--- config.mk ---
export PLATFORM = sky130hd
export DESIGN_NAME = lru_texture_slot_allocator_unit
export DESIGN_NICKNAME = d
export VERILOG_FILES = /design/src/sv/ltsa_pkg.sv /design/src/sv/lru_texture_slot_allocator_unit.sv /design/src/sv/ltsa_cell.sv
export SDC_FILE = /design/constraint.sdc
export NUM_CORES = 2
export LEC_CHECK = 0
export BUFFER_PORTS_ARGS = -buffer_cell sky130_fd_sc_hd__buf_4
export CORE_ASPECT_RATIO = 1.1
export CORE_MARGIN = 10
export CORE_UTILIZATION = 55
export CTS_CLUSTER_SIZE = 40
export DETAILED_ROUTE_END_ITERATION = 16
export PLACE_DENSITY = 0.71
export SLEW_MARGIN = 10
export SYNTH_ARGS = -nofsm -noshare
export SYNTH_HDL_FRONTEND = slang
export SYNTH_SLANG_ARGS = --single-unit
--- constraint.sdc ---
create_clock -name clk -period 18.2 [get_ports clk]
set_input_delay 1.82 -clock clk [delete_from_list [all_inputs] [get_ports clk]]
set_output_delay 1.82 -clock clk [all_outputs]
set_load 0.05 [all_outputs]
--- src/sv/ltsa_pkg.sv ---
`timescale 1ns / 1ps
// ----------------------------------------------------------------------------
// ltsa_pkg
// Shared sizes, operation codes and cell interface types of the LRU slot
// allocator.
// ----------------------------------------------------------------------------
package ltsa_pkg;

  localparam int SLOTS      = 32;
  localparam int OWNER_BITS = 16;

  localparam int SLOT_W = $clog2(SLOTS);
  localparam int RANK_W = SLOT_W;
  localparam int POOL_W = $clog2(SLOTS + 1);
  localparam int CNT_W  = $clog2(SLOTS);

  localparam logic [1:0] KIND_TOUCH = 2'd0;
  localparam logic [1:0] KIND_ALLOC = 2'd1;
  localparam logic [1:0] KIND_FREE  = 2'd2;

  typedef enum logic [1:0] {
    CELL_NOP,
    CELL_PROMOTE,
    CELL_CLAIM,
    CELL_FREE
  } cell_op_t;

  typedef struct packed {
    cell_op_t              op;
    logic [SLOT_W-1:0]     target;
    logic [RANK_W-1:0]     old_rank;
    logic [OWNER_BITS-1:0] owner;
  } cell_cmd_t;

  typedef struct packed {
    logic              found;
    logic [RANK_W-1:0] rank;
    logic [SLOT_W-1:0] idx;
  } carry_t;

  typedef enum logic [1:0] {
    ST_IDLE,
    ST_SEARCH,
    ST_EXEC,
    ST_OUT
  } state_t;

endpackage

--- src/sv/lru_texture_slot_allocator_unit.sv ---
`timescale 1ns / 1ps
// Order: allocate gives its result once the search wave has crossed the cell
//   chain (one cell per cycle) and ST_EXEC and ST_OUT follow; touch, release
//   and unused kinds go straight from acceptance to ST_EXEC and then ST_OUT.
// Throughput: one request in flight; the next is taken the cycle after the
//   result is accepted.
// Reset: slot i has rank i, no slot owned, pool size register = 32, no result held.
// ----------------------------------------------------------------------------
// lru_texture_slot_allocator_unit
// LRU pool of cache slots with owner tags: touch, allocate and release
// requests, one result per request.
// ----------------------------------------------------------------------------
module lru_texture_slot_allocator_unit import ltsa_pkg::*; (
  input  logic        clk,
  input  logic        rst,
  // configuration write channel
  input  logic        cfg_valid,
  output logic        cfg_ready,
  input  logic [5:0]  slots_in_use,
  // request channel
  input  logic        in_valid,
  output logic        in_ready,
  input  logic [1:0]  kind,
  input  logic [4:0]  slot,
  input  logic [15:0] owner_id,
  // result channel
  output logic        out_valid,
  input  logic        out_ready,
  output logic [4:0]  slot_out,
  output logic        evicted_valid,
  output logic [15:0] evicted_owner,
  output logic        status
);

  // Pool size register and its clamped value (0 acts as 1, above SLOTS as SLOTS).
  logic [5:0]        pool_cfg;
  logic [POOL_W-1:0] pool_n;

  always_ff @(posedge clk) begin
    if (rst) begin
      pool_cfg <= 6'd32;
    end else if (cfg_valid && cfg_ready) begin
      pool_cfg <= slots_in_use;
    end
  end

  assign cfg_ready = 1'b1;

  always_comb begin
    if (pool_cfg == 6'd0) begin
      pool_n = POOL_W'(1);
    end else if (32'(pool_cfg) > SLOTS) begin
      pool_n = POOL_W'(SLOTS);
    end else begin
      pool_n = POOL_W'(pool_cfg);
    end
  end

  // Held request.
  logic [1:0]            req_kind;
  logic [SLOT_W-1:0]     req_slot;
  logic [OWNER_BITS-1:0] req_owner;

  always_ff @(posedge clk) begin
    if (in_valid && in_ready) begin
      req_kind  <= kind;
      req_slot  <= SLOT_W'(slot);
      req_owner <= OWNER_BITS'(owner_id);
    end
  end

  // Cell row. The search carry enters cell 0 empty and leaves the last cell
  // holding the in-range slot with the highest rank.
  cell_cmd_t             cmd;
  carry_t                carry [SLOTS+1];
  logic [RANK_W-1:0]     rank_vec  [SLOTS];
  logic                  owned_vec [SLOTS];
  logic [OWNER_BITS-1:0] tag_vec   [SLOTS];

  assign carry[0] = '0;

  for (genvar i = 0; i < SLOTS; i++) begin : g_cell
    ltsa_cell u_cell (
      .clk       (clk),
      .rst       (rst),
      .cell_idx  (SLOT_W'(i)),
      .pool_n    (pool_n),
      .cmd       (cmd),
      .carry_in  (carry[i]),
      .carry_out (carry[i+1]),
      .rank      (rank_vec[i]),
      .owned     (owned_vec[i]),
      .tag       (tag_vec[i])
    );
  end

  // Sequencer.
  state_t           state;
  state_t           state_next;
  logic [CNT_W-1:0] cnt;
  logic [CNT_W-1:0] cnt_next;

  logic [SLOT_W-1:0] pick;
  logic [SLOT_W-1:0] sel;
  logic              slot_in_range;
  logic              res_load;
  logic [4:0]        res_slot;
  logic              res_ev;
  logic [15:0]       res_owner;
  logic              res_status;

  assign pick          = carry[SLOTS].idx;
  assign sel           = (req_kind == KIND_ALLOC) ? pick : req_slot;
  assign slot_in_range = POOL_W'(req_slot) < pool_n;

  always_ff @(posedge clk) begin
    if (rst) begin
      state <= ST_IDLE;
      cnt   <= '0;
    end else begin
      state <= state_next;
      cnt   <= cnt_next;
    end
  end

  always_comb begin
    state_next   = state;
    cnt_next     = cnt;
    in_ready     = 1'b0;
    out_valid    = 1'b0;
    res_load     = 1'b0;
    res_slot     = 5'(req_slot);
    res_ev       = 1'b0;
    res_owner    = '0;
    res_status   = 1'b0;
    cmd.op       = CELL_NOP;
    cmd.target   = sel;
    cmd.old_rank = rank_vec[sel];
    cmd.owner    = req_owner;

    case (state)
      ST_IDLE: begin
        in_ready = 1'b1;
        cnt_next = '0;
        if (in_valid) begin
          // allocate waits for the search wave to cross every cell
          state_next = (kind == KIND_ALLOC) ? ST_SEARCH : ST_EXEC;
        end
      end
      ST_SEARCH: begin
        cnt_next = cnt + CNT_W'(1);
        if (cnt == CNT_W'(SLOTS - 1)) begin
          state_next = ST_EXEC;
        end
      end
      ST_EXEC: begin
        res_load   = 1'b1;
        state_next = ST_OUT;
        case (req_kind)
          KIND_TOUCH: begin
            if (slot_in_range) begin
              cmd.op = CELL_PROMOTE;
            end else begin
              res_status = 1'b1;
            end
          end
          KIND_ALLOC: begin
            cmd.op       = CELL_CLAIM;
            cmd.old_rank = carry[SLOTS].rank;
            res_slot     = 5'(pick);
            res_ev       = owned_vec[pick];
            res_owner    = owned_vec[pick] ? 16'(tag_vec[pick]) : 16'd0;
          end
          KIND_FREE: begin
            if (slot_in_range && owned_vec[req_slot]) begin
              cmd.op    = CELL_FREE;
              res_ev    = 1'b1;
              res_owner = 16'(tag_vec[req_slot]);
            end
          end
          default: begin
            // unused kind: echo the slot, change nothing
          end
        endcase
      end
      ST_OUT: begin
        out_valid = 1'b1;
        if (out_ready) begin
          state_next = ST_IDLE;
        end
      end
      default: begin
        state_next = ST_IDLE;
      end
    endcase
  end

  // Hold the result until taken.
  always_ff @(posedge clk) begin
    if (res_load) begin
      slot_out      <= res_slot;
      evicted_valid <= res_ev;
      evicted_owner <= res_owner;
      status        <= res_status;
    end
  end

endmodule

--- src/sv/ltsa_cell.sv ---
`timescale 1ns / 1ps
// ----------------------------------------------------------------------------
// ltsa_cell
// One slot: recency rank, owner tag and valid bit, plus one registered stage
// of the oldest-slot search chain.
// ----------------------------------------------------------------------------
module ltsa_cell import ltsa_pkg::*; (
  input  logic                  clk,
  input  logic                  rst,
  input  logic [SLOT_W-1:0]     cell_idx,
  input  logic [POOL_W-1:0]     pool_n,
  input  cell_cmd_t             cmd,
  input  carry_t                carry_in,
  output carry_t                carry_out,
  output logic [RANK_W-1:0]     rank,
  output logic                  owned,
  output logic [OWNER_BITS-1:0] tag
);

  logic   in_range;
  logic   hit;
  logic   promote;
  carry_t carry_next;

  assign in_range = POOL_W'(cell_idx) < pool_n;
  assign hit      = cmd.target == cell_idx;
  assign promote  = (cmd.op == CELL_PROMOTE) || (cmd.op == CELL_CLAIM);

  // Keep the older of the incoming candidate and this slot.
  always_comb begin
    carry_next = carry_in;
    if (in_range && (!carry_in.found || rank > carry_in.rank)) begin
      carry_next.found = 1'b1;
      carry_next.rank  = rank;
      carry_next.idx   = cell_idx;
    end
  end

  always_ff @(posedge clk) begin
    if (rst) begin
      carry_out <= '0;
      rank      <= RANK_W'(cell_idx);
      owned     <= 1'b0;
    end else begin
      carry_out <= carry_next;
      if (promote) begin
        if (hit) begin
          rank <= '0;
        end else if (rank < cmd.old_rank) begin
          rank <= rank + RANK_W'(1);
        end
      end
      if (hit && cmd.op == CELL_CLAIM) begin
        owned <= 1'b1;
      end else if (hit && cmd.op == CELL_FREE) begin
        owned <= 1'b0;
      end
    end
  end

  always_ff @(posedge clk) begin
    if (hit && cmd.op == CELL_CLAIM) begin
      tag <= cmd.owner;
    end
  end

endmodule
==> impl_metrics.toml <==
[placed_design]
post-place-ws_ns = 11.76
io_buffers = 58
gp_congestion = 0.914
dpl.hpwl_mm = 97.6

[clock_tree]
cts_tree = "built"
cts.sinks = 1083
htreeDepth = 3
cts_setup_buffers = 0
clk_pin_slew_worst_paths_ns = 0.06
cts_hold_buffers = 0
cts.path.max_buffers = 3
cts_resized = 0
cts_buffers = 109
insertion_delay_ns = 0.77
clockRootBuffer = "clkbuf_16"

[synth]
synth_nets = 4973
synth_cell_types = 94
syn_inst = 4608
synthArstFlopShare_pct = 0
yosysWarnings = 0
synth_edf_count = 558
yosysSeqAreaShare_pct = 49.8
synth_area_leaders = "edfxtp_1 (31%), dfxtp_1 (19%), mux4_2 (14%), ha_1 (7.6%), mux2i_1 (3.9%)"
synth_area_sq_mm = 0.0548
yosysTopAreaCellShare_pct = 30.6
yosys.area.top_type = "edfxtp_1"
synth_area_per_cell_sq_um = 11.9
ys_seq_elements = 1083
yosysMostFrequentCell = "edfxtp_1"
ys.flop_type = "edfxtp_1"
synthTopCellsByCount = "edfxtp_1 (558), nor2_1 (530), dfxtp_1 (525)"

[drt]
dr.pass1.iters = 6
wl_per_cell_microns = 25.8
drc = 0
dr.first_iter.drc_count = 4393
vias_per_cell = 6.55
drt.antenna.violating_nets = 0
routed_wl_mm = 155
vias = 39200

[final_layout]
syn2layout_area_growth_pct = 9.69
finish.utilization_pct = 60.8
drive_above_1_share_pct = 15.1
nNetsFinal = 4976

[worst_setup_path]
start_kind = "register"
r2r.worst_path.cells = 19
arrival_ns = 7.20
required_ns = 18.76
crit_slowest_cell = "mux2_2"
r2r_slack_ns = 11.56
critPathMaxFanout = 41
worst_path_largest_cell_delay_ns = 0.86
worstPathCellList = "inv_1 > ha_1 > mux2_2 > buf_4 > nand2_1 > and3_1 > a31oi_1 > o22ai_1 > o311ai_0 > o21ai_4 > buf_4 > ha_1 > a21o_1 > a21o_1 > a21oi_1 > o211ai_1 > a21oi_1 > o21ai_0 > a221o_1"
end_kind = "register"
timing.rr.start = "req_kind[1]"
path_class = "register to register"
r2r_end = "g_cell[28].u_cell.rank[3]"

[global_route]
antenna_found_initial = 0
gr-usage-met2_pct = 43.9
grt_use_met1_pct = 34.4
gr-usage-met3_pct = 5.29
grt_usage_pct = 27.1
grt_max_degree = 190
grt.overflow.total = 0
top_usage_layer = "met2"
grt_pass1_vias = 38500
grt_pass1_wl_mm = 234

[power_and_ir_drop]
vdd_drop_max_uv = 94.7
switching_share_pct = 32.4
clkPwrFrac_pct = 32.1
p_leak_uw = 0.0228
p_sw_uw = 2260
cellPowerDensity_mw_per_mm2 = 116
seq_power_share_pct = 42.1
combPwrFrac_pct = 25.8
internal-power_uw = 4700
power_uw = 6960

[sta]
min_period_over_period_pct = 36.5
tns_ns = 0
period_needed_ns = 6.64
fmax_mhz = 151
holdWs_ns = 0.425
hold_viol_final = 0
relSlewSlack_pct = 8.89
finClkSkew_ns = 0.0969
worst_slew_pin_slew_ns = 1.36
drv_slew = 0
setup_viol = 0
fin_ws_ns = 11.56
rsz0062_at_grt = "false"

[run_status]
status = "complete, no violations"

[worst_hold_path]
hp-class = "register to register"
holdPathStages = 1
worstHoldStart = "g_cell[21].u_cell.carry_out[0]"
min_to = "g_cell[22].u_cell.carry_out[0]"

[floorplan]
die_h_microns = 351
rows = 121
die_w_microns = 321
ios = 60
core_area_sq_mm = 0.0989
start_util_pct = 55.4
die-area_sq_mm = 0.113

[run]
drv_cap = 0
## power by group through the flow
| stage | clock network, uW | registers [uW] | logic, uW |
|---|---|---|---|
| 4_1_cts | 2260 | 2920 | 1780 |
| 3_3_place_gp | 0 | 2970 | 1710 |
| 2_1_floorplan | 0 | 2930 | 1280 |
| 3_5_place_dp | 0 | 2970 | 1760 |
| 6_report | 2230 | 2930 | 1800 |
| 5_1_grt | 2360 | 2950 | 1960 |
## worst max-delay path, delay by kind of cell (launching register included)
kind / cells / cell delay [ns]
fa+ha+maj: 2 / 1.21
buf+inv: 3 / 1.01
compound gates: 11 / 2.62
simple gates: 2 / 0.28
flops: 1 / 0.44
mux: 1 / 0.86
## cell type report
cell class	count	area [sq um]
antenna	1	2.50
clock buffer	145	2960
clock inverter	58	596
fill	7619	38800
inverter	215	807
multi-input combinational	3084	25900
sequential	1083	27300
tap	1291	1620
timing repair buffer	118	931
## layout by cell type, fill, tap and decap left out, types with 14 or more instances in the layout
master,n
a21o_1,42
a21oi_1,251
a221o_1,15
a31oi_1,33
and2_1,43
and3_1,47
and3_2,20
buf_4,114
clkbuf_1,26
clkbuf_16,111
clkinv_2,30
dfxtp_1,521
edfxtp_1,558
ha_1,329
inv_1,213
mux2i_1,211
mux4_2,341
nand2_1,321
nand2b_1,45
nand3_1,140
nand4_1,38
nor2_1,530
nor2b_1,83
nor3_1,89
nor3b_1,21
o211ai_1,19
o21ai_0,124
o22ai_1,51
or3_1,21
or4_1,14
xnor2_1,28
## routing by layer
metal,vias to the layer above,wire (microns),share of wire [%]
met5,-,0,0
met2,2226,72800,47
met4,0,8790,5.7
met3,496,15600,10
met1,19200,57700,37
li1,17300,-,-
## worst max path at each step
stage | startpoint | endpoint | slack [ns]
CTS | req_kind[1] | g_cell[28].u_cell.rank[3] | 11.68
global route | req_kind[1] | g_cell[28].u_cell.rank[2] | 11.13
finish | req_kind[1] | g_cell[28].u_cell.rank[3] | 11.56
detailed placement | req_kind[1] | g_cell[28].u_cell.rank[3] | 11.76
global placement | req_kind[1] | g_cell[28].u_cell.rank[3] | 11.86
floorplan | req_kind[1] | g_cell[28].u_cell.rank[2] | 12.35
## flip-flops by register name, indices dropped and copies added (netlist names)
| signal | cells |
|---|---|
| state | 2 |
| g_cell.u_cell.carry_out | 320 |
| g_cell.u_cell.owned | 32 |
| evicted_valid | 1 |
| req_kind | 2 |
| g_cell.u_cell.tag | 512 |
| req_slot | 5 |
| g_cell.u_cell.rank | 160 |
| cnt | 5 |
| slot_out | 5 |
| evicted_owner | 16 |
| req_owner | 16 |
| pool_cfg | 6 |
| status | 1 |
## per-stage QoR
| stage | std cells | instance area, sq um |
|---|---|---|
| after floorplan | 4608 | 54800 |
| after global routing | 5994 | 60100 |
| after detailed placement | 5791 | 56500 |
| after global placement | 5791 | 56500 |
| after CTS | 5994 | 60100 |
| final | 5995 | 60100 |
## kinds of logic (layout without fill, tap and decap cells)
logic type,after synthesis,after routing,synth area share (%)
simple gates,1459,1459,12.5
flops,1083,1083,49.8
compound gates,690,690,8.22
mux,567,567,18.2
buf+inv,441,536,3.13
fa+ha+maj,331,331,7.56
xor+xnor,36,36,0.575
other cells,1,2,0.00684
Power figures use the tool's default switching activity.
